**src/hw/rtl/itx_pkg.sv**
```systemverilog
// ----------------------------------------------------------------------------
// itx_pkg
// Shared widths, types and cofactor operand tables of the 3x3 inverse
// transpose unit.
// ----------------------------------------------------------------------------
package itx_pkg;

	// Number format of the matrix elements.
	localparam int DATA_WIDTH = 32;
	localparam int FRAC_BITS  = 16;

	// Elements of one matrix, and of one result matrix.
	localparam int NL = 9;

	// Exact widths: element product, cofactor, determinant.
	localparam int PW     = 2 * DATA_WIDTH;
	localparam int CW     = PW + 1;
	localparam int DETW   = 3 * DATA_WIDTH + 3;

	// Determinant product split: cofactor low part unsigned, high part signed.
	localparam int LOW_W  = DATA_WIDTH;
	localparam int HIGH_W = CW - LOW_W;
	localparam int LOP_W  = DATA_WIDTH + LOW_W + 1;
	localparam int HIP_W  = DATA_WIDTH + HIGH_W;

	// Division: numerator is |cof| shifted left by SH, quotient has TB bits.
	localparam int SH     = 2 * FRAC_BITS + 1;
	localparam int TB     = DATA_WIDTH + 2;
	localparam int NW     = CW + SH;
	localparam int HW     = NW - TB;
	localparam int XW     = (HW > DETW) ? HW : DETW;
	localparam int RW     = DETW + 1;

	typedef logic signed [DATA_WIDTH-1:0] data_t;
	typedef logic signed [PW-1:0]         prod_t;
	typedef logic signed [CW-1:0]         cof_t;
	typedef logic signed [DETW-1:0]       det_t;
	typedef logic signed [LOP_W-1:0]      lop_t;
	typedef logic signed [HIP_W-1:0]      hip_t;
	typedef logic [CW-1:0]                cmag_t;
	typedef logic [DETW-1:0]              dmag_t;
	typedef logic [TB-1:0]                tq_t;

	// One classified transaction handed from the front to the back.
	typedef struct packed {
		cmag_t [NL-1:0] cmag;
		logic [NL-1:0]  neg;
		dmag_t          dmag;
		logic           singular;
	} work_t;

	// Cofactor n[i] = m[CA]*m[CB] - m[CC]*m[CD], row-major element indexes.
	localparam int unsigned CA [NL] = '{4, 6, 3, 7, 0, 6, 1, 3, 0};
	localparam int unsigned CB [NL] = '{8, 5, 7, 2, 8, 1, 5, 2, 4};
	localparam int unsigned CC [NL] = '{7, 3, 6, 1, 6, 0, 4, 0, 3};
	localparam int unsigned CD [NL] = '{5, 8, 4, 8, 2, 7, 2, 5, 1};

endpackage

```
**src/hw/rtl/itx_queue.sv**
```systemverilog
// ----------------------------------------------------------------------------
// itx_queue
// Two-entry queue that decouples the front from the divider back end.
// ----------------------------------------------------------------------------
module itx_queue (
	input  logic           clk,
	input  logic           arst_n,
	input  logic           wr,
	input  itx_pkg::work_t wdata,
	input  logic           rd,
	output itx_pkg::work_t rdata,
	output logic           q_empty,
	output logic           q_full
);
	import itx_pkg::*;

	work_t      mem_q [2];
	logic       wp_q, rp_q;
	logic [1:0] cnt_q;
	logic       do_wr, do_rd;

	assign q_empty = (cnt_q == 2'd0);
	assign q_full  = (cnt_q == 2'd2);
	assign do_wr   = wr && !q_full;
	assign do_rd   = rd && !q_empty;
	assign rdata   = mem_q[rp_q];

	// Pointers and fill count.
	always_ff @(posedge clk or negedge arst_n) begin
		if (!arst_n) begin
			wp_q  <= 1'b0;
			rp_q  <= 1'b0;
			cnt_q <= 2'd0;
		end else begin
			if (do_wr) wp_q <= !wp_q;
			if (do_rd) rp_q <= !rp_q;
			cnt_q <= cnt_q + 2'(do_wr) - 2'(do_rd);
		end
	end

	// Entry storage.
	always_ff @(posedge clk) begin
		if (do_wr) mem_q[wp_q] <= wdata;
	end

endmodule

```
**config.mk**
```make
export PLATFORM = sky130hd
export DESIGN_NAME = itx_queue
export DESIGN_NICKNAME = d
export VERILOG_FILES = /design/src/hw/rtl/itx_pkg.sv /design/src/hw/rtl/itx_queue.sv
export SDC_FILE = /design/constraint.sdc
export NUM_CORES = 1
export LEC_CHECK = 0
export BUFFER_PORTS_ARGS = -buffer_cell sky130_fd_sc_hd__buf_2
export CAP_MARGIN = 20
export CORE_AREA = 4 4 543 545
export CTS_CLUSTER_DIAMETER = 120
export DETAILED_ROUTE_END_ITERATION = 7
export DIE_AREA = 0 0 547 549
export PLACE_DENSITY = 0.44
export SYNTH_ARGS = -nofsm -noshare
export SYNTH_HDL_FRONTEND = slang
export SYNTH_SLANG_ARGS = --single-unit
```
**constraint.sdc**
```tcl
create_clock -name clk -period 38.4 [get_ports clk]
set_input_delay 5.76 -clock clk [delete_from_list [all_inputs] [get_ports clk]]
set_output_delay 5.76 -clock clk [all_outputs]
set_load 0.05 [all_outputs]
```
==> impl_results.md, run 1 <==
- Status: completed
- Final wirelength: 202000 µm
- Initial antenna violation count: 236
- Die Area: roughly 300000 µm²
- First-pass GRT wire length: around 260000 µm
- Hold Crit Depth: 1
- Wire length per cell: approximately 26 µm
- Post-route DRC: 0
- Post-Syn Nets: between 2000 and 3000
- Synth cell count leaders: 1388 x edfxtp_1, 694 x mux2_2, 61 x buf_6
- Vias post-DR: between 20000 and 30000
- CTS Sinks: about 1400
- Clock Power Share: between 20 and 25%
- Ranking of synthesized cells by area: edfxtp_1 83%, mux2_2 15%, buf_6 1.4%
- Crit-path slowest cell: dfrtp_4
- Total CTS buffers: 169
- # port buffers: 1393
- CTS H-tree depth: 4
- Leak: approximately 24 nW
- 1st-iter DRT viols: 1886
- Chip Height: about 550 µm
- EDFF count, synth: approximately 1400
- Post-synth top area share: 82.60%
- FF-to-FF path depth: 7
- Setup TNS: 0 ns
- Post-route ant nets: 0
- Area of the multi-input gates: 7918 µm²
- Placed Area: 61850 µm²
- #FFs+latches synth: between 1000 and 1500
- I/O pin count: ~1400
- Flop2flop setup slack: ~34 ns
- Clock Skews: about 0.023 ns
- CTS tree: done
- Logic pwr share: 41.1%
- Pin count of the biggest net entering global routing: around 140
- Fmax: about 80 MHz
- Crit start category: flip-flop
- Min-delay worst type: reg2reg
- Crit path max-delay family: buffers and inverters
- Share of layout cells above drive strength 1: between 60 and 70%
- Nets: ~4400
- Flip-flop and latch area: roughly 42000 µm²
- Post-synth cell types: 15
- Hpwl dp: ~160000 µm
- FF-to-FF End: mem_q[0][641]
- Fin. max-slew vios: 0
- Final Util: 23.21%
- Setup ws final: between 20 and 30 ns
- Worst skew pair latency: 0.80 ns
- Core area: between 200000 and 300000 µm²
- Seq/Total Area, Yosys: between 80% and 90%
- Mapped Cells: around 2200
- WHS Endpoint: cnt_q[1]
- Launching point of the worst reg2reg path: cnt_q[0]
- Final setup fails: 0
- Remaining Overflow, GRT: 0
- Slew HR: a little over a quarter
- Clk pin slew, worst setup/hold paths: 0.06 ns
- P_int: 3.607 mW
- Vias per cell: between 3 and 4
- Hold Startpoint: cnt_q[1]
- Fill cells: ~30000
- Switching power: roughly 2.7 mW
- Most frequent CP cell: buf_4
- Critical Path AT: approximately 6.5 ns
- Hold buffers post-CTS: 0
- Cell row count: just under 200
- Post CTS Setup Buffer Count: 0
- Asr flop ratio synth: 0.2874%
- Worst-Margin Slew: between 1 and 1.5 ns
- PD cells: 93.84 nW/µm²
- Max cap viols: 0
- Part of the power in registers: between 30% and 40%
- CP Class: reg2out
- Power Total: about 6.3 mW
- RePlAce Congestion: ~0.87
- Tot GR Track Use: about an eighth
- Warnings from Yosys: 0
- Syn Area/Cell: 23.18 µm²
- Cell breakdown of the critical path: buf_4, buf_4, buf_4, buf_4, buf_4, mux2_2, buf_2
- Clock buffer depth: 4
- Area leader, netlist: edfxtp_1
- Critical Path Fanout Max: 73
- Post-route cell area: a little under 70000 µm²
- Max stage delay on crit path: around 1.0 ns
- Sw Share: 42.90%
- DIE WIDTH: approximately 550 µm
- PostCTS Resize Cnt: 0
- Peak VDD IR: 57.94 µV
- Vias in the first global route: roughly 29000
- Tcrit/Tclk final: 32.00%
- First-pass detailed-route iteration total: 5
- Area growth from synthesis to layout: 33.42%
- Dpl ws: 26.64 ns
- Crit path required time: between 30 and 40 ns
- Crit. End Element: output pin
- Post-synth top flop: edfxtp_1
- RSZ-0062 raised after global routing: false
- CTS root buf: clkbuf_16
- Minimum clock period: ~12 ns
- Final hold vios: 0
- Post-Syn Area: 50460 µm²
- Most frequent cell after synthesis: edfxtp_1
- Starting Density: 17.39%
- CP Buf/Inv Count: 6
==> metal layers <==
metal	GRT usage [%]	routed length (µm)
met5	0	1183
met4	3.641	6943
met3	8.931	32500
met2	20.36	90600
met1	13.67	70730
==> metrics by stage <==
stage	std cells	hold slack, ns
final	7768	0.4981
after floorplan	2177	0.4608
after global placement	7426	0.4869
after CTS	7731	0.4977
after global routing	7736	0.5165
after detailed placement	7426	0.4899
==> power by group through the flow <==
stage          sequential, mW  combinational [mW]  clock (mW)
6_report                 2.17                2.60        1.55
5_1_grt                  2.20                2.72        1.68
4_1_cts                  2.17                2.66        1.62
3_5_place_dp             2.20                2.66           0
3_3_place_gp             2.20                2.66           0
2_1_floorplan            2.54                1.94           0
==> worst max path at each step <==
stage          startpoint     endpoint  slack, ns  cells past startpoint
6_report             rp_q    rdata[55]      26.11                      7
5_1_grt              rp_q    rdata[55]      25.54                      7
4_1_cts              rp_q    rdata[55]      25.71                      7
3_5_place_dp         rp_q    rdata[55]      26.64                      7
3_3_place_gp         rp_q    rdata[55]      26.72                      7
2_1_floorplan          wr  mem_q[0][0]       2.09                      2
==> cell families after synthesis <==
group | synth area share (%)
flops | 82.79
mux | 15.49
buf+inv | 1.540
simple gates | 0.05953
xor+xnor | 0.06944
fa+ha+maj | 0.04958
==> sequential cells by signal, indices dropped and copies added, names as in the netlist <==
register and cells:
mem_q 1388, cnt_q 2, rp_q 1, wp_q 1
==> final cells by class <==
cell class	count	area share, %
clock buffers	206	6.614
diodes	36	0.1338
well taps	3900	7.248
repair buffers	1427	10.82
flip-flops and latches	1392	62.06
inverters	2	0.01115
multi-input cells	706	11.76
clock inverters	99	1.351
==> cell usage in the layout (no fill, tap or decap), types with 2 or more instances in the layout <==
cell,synthesis,layout
mux2_2,694,694
clkinv_1,0,42
xnor2_1,3,3
bufinv_16,0,13
ha_1,2,2
buf_2,15,1393
clkbuf_1,0,33
clkinvlp_4,0,8
edfxtp_1,1388,1388
buf_4,1,30
clkinv_4,0,3
clkinv_16,0,2
diode_2,0,36
clkbuf_16,0,173
buf_12,0,3
dfrtp_1,4,3
inv_8,0,3
inv_6,0,4
inv_1,2,2
clkinv_2,0,22
(Power assumes the default switching activity.)
==> run 2, diff against run 1 <==
PLACE_DENSITY = 0.45   (was 0.44)
clock period = 11.3 ns   (was 38.4 ns; I/O delays follow)
==> run 2 against run 1 <==
Effect of this change: global-route usage is 0.30 points lower; clock skew is 0.011 ns higher; critical path depth fell by 3; flip-flop and latch count is the same; combinational power rose to 3.4 times the previous value; design area is essentially flat; first-iteration DRC count decreased by 9.1%; non-clock buffer count decreased by 10; wire length is 2.2% lower; clock power rose to 3.4 times the previous value; count of clock-buffer cells in the layout unchanged; via count is 1.3% lower; critical endpoint is now rdata[635]; largest cell class unchanged; largest power group unchanged.
==> impl_results.md, run 2 (synthesized netlist as in run 1, its figures left out) <==
- Min-delay worst type: reg2reg (unchanged)
- Wire length on met1: 71990 µm (was 70730 µm)
- Metal2 WL: 87980 µm (was 90600 µm)
- CTS root buf: clkbuf_16 (unchanged)
- Pin count of the biggest net entering global routing: 158 (was 139)
- Minimum clock period: 5.782 ns
- Critical Path Fanout Max: 141 (was 73)
- CP Buf/Inv Count: 3 (was 6)
- CP Class: reg2out (unchanged)
- Status: completed (unchanged)
- # port buffers: 1393 (unchanged)
- Crit path required time: 9.61 ns (was 32.64 ns)
- Die Area: 300300 µm² (unchanged)
- CTS H-tree depth: 4 (unchanged)
- Wire length per cell: 25.50 µm (was 26.00 µm)
- Final hold vios: 0 (unchanged)
- Largest regs: mem_q x1388, cnt_q x2 (unchanged)
- Final setup fails: 0 (unchanged)
- Crit path max-delay family: buffers and inverters (unchanged)
- Leak: 23.95 nW (was 23.98 nW)
- Vias in the first global route: 28318 (was 29048)
- First-pass detailed-route iteration total: 4 (was 5)
- Dpl ws: 6.362 ns (was 26.64 ns)
- Hold Crit Depth: 1 (unchanged)
- Crit. End Element: output pin (unchanged)
- Share of layout cells above drive strength 1: 61.39% (was 61.43%)
- Setup ws final: 5.518 ns (was 26.11 ns)
- Worst-Margin Slew: 1.102 ns (was 1.105 ns)
- Starting Density: 17.39% (unchanged)
- RePlAce Congestion: 0.9203 (was 0.8656)
- Core area: 290100 µm² (unchanged)
- Critical Path AT: 4.09 ns (was 6.53 ns)
- Max cap viols: 0 (unchanged)
- DIE WIDTH: 547 µm (unchanged)
- Fmax: roughly 170 MHz
- Critical path depth: 4 (was 7)
- Clk pin slew, worst setup/hold paths: 0.06 ns (about the same)
- PD cells: 318.3 nW/µm² (was 93.84 nW/µm²)
- Fill cells: 30250 (was 30347)
- Final wirelength: 197500 µm (was 202000 µm)
- Crit start category: flip-flop (unchanged)
- Post-route DRC: 0 (unchanged)
- Vias post-DR: 27737 (was 28116)
- Worst skew pair latency: 0.80 ns (about the same)
- Fin. max-slew vios: 0 (unchanged)
- Slew HR: 26.54% (was 26.35%)
- Clock Skews: 0.03407 ns (was 0.02324 ns)
- Nets: 4387 (was 4398)
- Hold Slack: 0.4976 ns (was 0.4981 ns)
- CTS Sinks: 1392 (unchanged)
- CTS tree: done (unchanged)
- Clock buffer depth: 4 (unchanged)
- Metal3 WL: 30660 µm (was 32500 µm)
- Tot GR Track Use: 12.52% (was 12.82%)
- FF-to-FF path depth: 6 (was 7)
- Largest reg by FF count: mem_q (unchanged)
- Crit-path slowest cell: dfrtp_4 (unchanged)
- Initial antenna violation count: 231 (was 236)
- Post-route ant nets: 0 (unchanged)
- Most used cells in the layout excluding fill and tap cells: 1393 x buf_2, 1388 x edfxtp_1, 694 x mux2_2 (unchanged)
- 1st-iter DRT viols: 1714 (was 1886)
- Tcrit/Tclk final: around half
- Hold buffers post-CTS: 0 (unchanged)
- First-pass GRT wire length: 257200 µm (was 262500 µm)
- Peak VDD IR: 190.4 µV (was 57.94 µV)
- RSZ-0062 raised after global routing: false (unchanged)
- Vias per cell: 3.580 (was 3.619)
- Remaining Overflow, GRT: 0 (unchanged)
- I/O pin count: 1394 (unchanged)
- Max stage delay on crit path: 0.92 ns (was 1.04 ns)
- Cell row count: 198 (unchanged)
- Chip Height: 549 µm (unchanged)
- Area growth from synthesis to layout: 33.37% (was 33.42%)
- Max reg flops: 1388 (unchanged)
- Hpwl dp: 152900 µm (was 157600 µm)
- PostCTS Resize Cnt: 0 (unchanged)
- Post CTS Setup Buffer Count: 0 (unchanged)
- Total CTS buffers: 168 (was 169)
- DR top layer: met5 (unchanged)
- Cell breakdown of the critical path: buf_4, buf_12, mux2_2, buf_2 (was buf_4, buf_4, buf_4, buf_4, buf_4, mux2_2, buf_2)
- Most common cell after layout, fill and taps aside: buf_2 (unchanged)
==> run 2: final cells by class <==
cell class                 instances  area, µm²  area share [%]
inverter                           2      7.507         0.01115
multi-input combinational        706       7934           11.79
clock buffer                     206       4410           6.553
timing repair buffer            1417       7302           10.85
sequential                      1392      41780           62.09
tap                             3900       4880           7.251
antenna                           24      60.06         0.08924
clock inverter                   100      923.4           1.372
==> run 2: where the power goes <==
part / leakage (nW) / switching [mW] / internal, mW
sequential: 12.9 / 0.263 / 7.06
clock: 2.59 / 2.19 / 3.05
combinational: 8.43 / 6.76 / 2.09
==> run 2: metal layers <==
layer	track usage, %	vias up
met4	3.054	164
met2	19.65	1490
met1	13.93	13654
li1	-	11851
met3	8.432	578
met5	0	-
==> run 2: final timing paths <==
check	start	end	slack (ns)
max in group asynchronous	arst_n	rp_q	10.48
max reg2reg	cnt_q[0]	mem_q[0][148]	7.88
min	cnt_q[1]	cnt_q[1]	0.50
min in group asynchronous	arst_n	rp_q	0.68
max	rp_q	rdata[635]	5.52
min reg2reg	cnt_q[1]	cnt_q[1]	0.50
==> run 2: metrics by stage <==
stage / std cells / TNS, ns / total power [mW] / utilization, % / area [µm²]
6_report: 7747 / 0 / 21.42 / 23.20 / 67300
2_1_floorplan: 2177 / -760.56 / 14.39 / - / 50490
5_1_grt: 7731 / 0 / 22.37 / 23.19 / 67260
4_1_cts: 7723 / 0 / 21.89 / 23.18 / 67240
3_3_place_gp: 7417 / 0 / 16.47 / 21.34 / 61910
3_5_place_dp: 7417 / 0 / 16.48 / 21.34 / 61910
==> run 2: worst register-to-register path: cells and delay by family (launching register included) <==
family        cells  cell delay (ns)
buf+inv           3             1.77
simple gates      3             0.53
flops             1             0.36
==> run 3, diff against run 2 <==
clock period = 5.2 ns   (was 11.3 ns; I/O delays follow)
==> run 3 against run 2 <==
Effect of this change: non-clock buffer count increased by 72; die area unchanged; count of clock-buffer cells in the layout decreased by 5; critical endpoint is now rdata[285]; largest cell class unchanged.
==> impl_results.md, run 3 (synthesized netlist as in run 1, its figures left out) <==
- Tot GR Track Use: 13.05% (was 12.52%)
- Final setup fails: 0 (unchanged)
- Clock Skews: 0.05228 ns (was 0.03407 ns)
- # port buffers: 1393 (unchanged)
- 1st-iter DRT viols: 2045 (was 1714)
- Initial antenna violation count: 234 (was 231)
- Power Total: 46.78 mW (was 21.42 mW)
- Share of layout cells above drive strength 1: 62.02% (was 61.39%)
- PostCTS Resize Cnt: 0 (unchanged)
- CTS Sinks: 1392 (unchanged)
- Leak: 24.28 nW (was 23.95 nW)
- Wire length per cell: 26.11 µm (was 25.50 µm)
- Critical Path AT: 3.27 ns (was 4.09 ns)
- Core area: 290100 µm² (unchanged)
- Max cap viols: 0 (unchanged)
- Pin count of the biggest net entering global routing: 126 (was 158)
- Final hold vios: 0 (unchanged)
- First-pass GRT wire length: 267000 µm (was 257200 µm)
- Nets: 4457 (was 4387)
- Area growth from synthesis to layout: 34.56% (was 33.37%)
- Final wirelength: 205000 µm (was 197500 µm)
- Fin. max-slew vios: 0 (unchanged)
- Starting Density: 17.39% (unchanged)
- PD cells: 688.8 nW/µm² (was 318.3 nW/µm²)
- Placed Area: 62580 µm² (was 61910 µm²)
- Hold buffers post-CTS: 1 (was 0)
- Flop2flop setup slack: 2.58 ns (was 7.88 ns)
- Worst-Margin Slew: 1.040 ns (was 1.102 ns)
- Post-route DRC: 0 (unchanged)
- Crit. End Element: output pin (unchanged)
- Crit path required time: 4.42 ns (was 9.61 ns)
- Flip-flop and latch area: 41780 µm² (unchanged)
- Fmax: 247.1 MHz
- Clk pin slew, worst setup/hold paths: 0.06 ns (about the same)
- Post-route ant nets: 0 (unchanged)
- Cell row count: 198 (unchanged)
- Most common cell after layout, fill and taps aside: buf_2 (unchanged)
- Chip Height: 549 µm (unchanged)
- CTS root buf: clkbuf_16 (unchanged)
- Minimum clock period: between 4 and 5 ns
- CTS H-tree depth: 4 (unchanged)
- RSZ-0062 raised after global routing: false (unchanged)
- Slew HR: 30.68% (was 26.54%)
- Post CTS Setup Buffer Count: 0 (unchanged)
- Fill cells: 30265 (was 30250)
- Total CTS buffers: 166 (was 168)
- Critical Path Fanout Max: 58 (was 141)
- Vias per cell: 3.613 (was 3.580)
- CTS tree: done (unchanged)
- Tcrit/Tclk final: between 70% and 80%
- Worst skew pair latency: 0.81 ns (was 0.80 ns)
- Peak VDD IR: 411.7 µV (was 190.4 µV)
- CP Class: reg2out (unchanged)
- Post-route cell area: 67900 µm² (was 67300 µm²)
- Vias post-DR: 28361 (was 27737)
- Largest reg by FF count: mem_q (unchanged)
- Min-delay worst type: in2reg (was reg2reg)
- Crit start category: flip-flop (unchanged)
- Vias in the first global route: 29586 (was 28318)
- I/O pin count: 1394 (unchanged)
- Hpwl dp: 164300 µm (was 152900 µm)
- Max reg flops: 1388 (unchanged)
- Status: completed (unchanged)
- DIE WIDTH: 547 µm (unchanged)
- Remaining Overflow, GRT: 0 (unchanged)
- Area of the multi-input gates: 7934 µm² (unchanged)
- Clock buffer depth: 4 (unchanged)
- Die Area: 300300 µm² (unchanged)
- Most used cells in the layout excluding fill and tap cells: 1393 x buf_2, 1388 x edfxtp_1, 694 x mux2_2 (unchanged)
- Largest regs: mem_q x1388, cnt_q x2 (unchanged)
- RePlAce Congestion: 0.9092 (was 0.9203)
- First-pass detailed-route iteration total: 5 (was 4)
run 3: through the flow:
stage,hold WS (ns),std cells,setup slack (ns),TNS (ns),util [%]
CTS,0.02243,7781,0.9556,0,23.35
finish,0.1545,7849,1.153,0,23.41
global placement,0.4881,7487,1.946,0,21.56
global route,0.06519,7805,0.9575,0,23.37
detailed placement,0.5049,7488,1.925,0,21.57
floorplan,0.4681,2177,-6.281,-7380.27,-
run 3: where the power goes:
part / total, mW / internal (mW) / switching, mW
clock network: 11.1 / 6.42 / 4.65
logic: 19.7 / 4.89 / 14.8
registers: 16.0 / 15.3 / 0.686
total: 46.8 / 26.6 / 20.2
run 3: cell type report:
cell class / instances / share of cell area, %
Antenna cell: 68 / 0.2506
Tap cell: 3900 / 7.186
Multi-Input combinational cell: 706 / 11.68
Clock inverter: 91 / 1.236
Inverter: 2 / 0.01106
Clock buffer: 201 / 6.342
Sequential cell: 1392 / 61.53
Timing Repair Buffer: 1489 / 11.76
run 3: path summary, 6_finish.rpt:
kind,start,endpoint,depth (start not counted)
worst max register to register,cnt_q[1],mem_q[1][499],4
worst min register to register,cnt_q[1],cnt_q[1],1
worst max-delay path,rp_q,rdata[285],4
max in group asynchronous,arst_n,rp_q,2
worst min-delay path,wdata[147],mem_q[1][147],1
min in group asynchronous,arst_n,wp_q,2
run 3: per-layer routing:
layer	track usage, %	vias up	wire length (µm)
met2	20.43	1571	91750
met1	14.64	14051	74470
met3	7.793	566	30300
li1	-	12033	-
met5	0	-	879
met4	4.567	140	7566
run 3: worst max-delay path, cell delays in order, from the launching register on:
cell and delay (ns):
dfrtp_4 1.06, buf_12 0.32, buf_12 0.32, mux2_2 0.39, buf_2 0.21
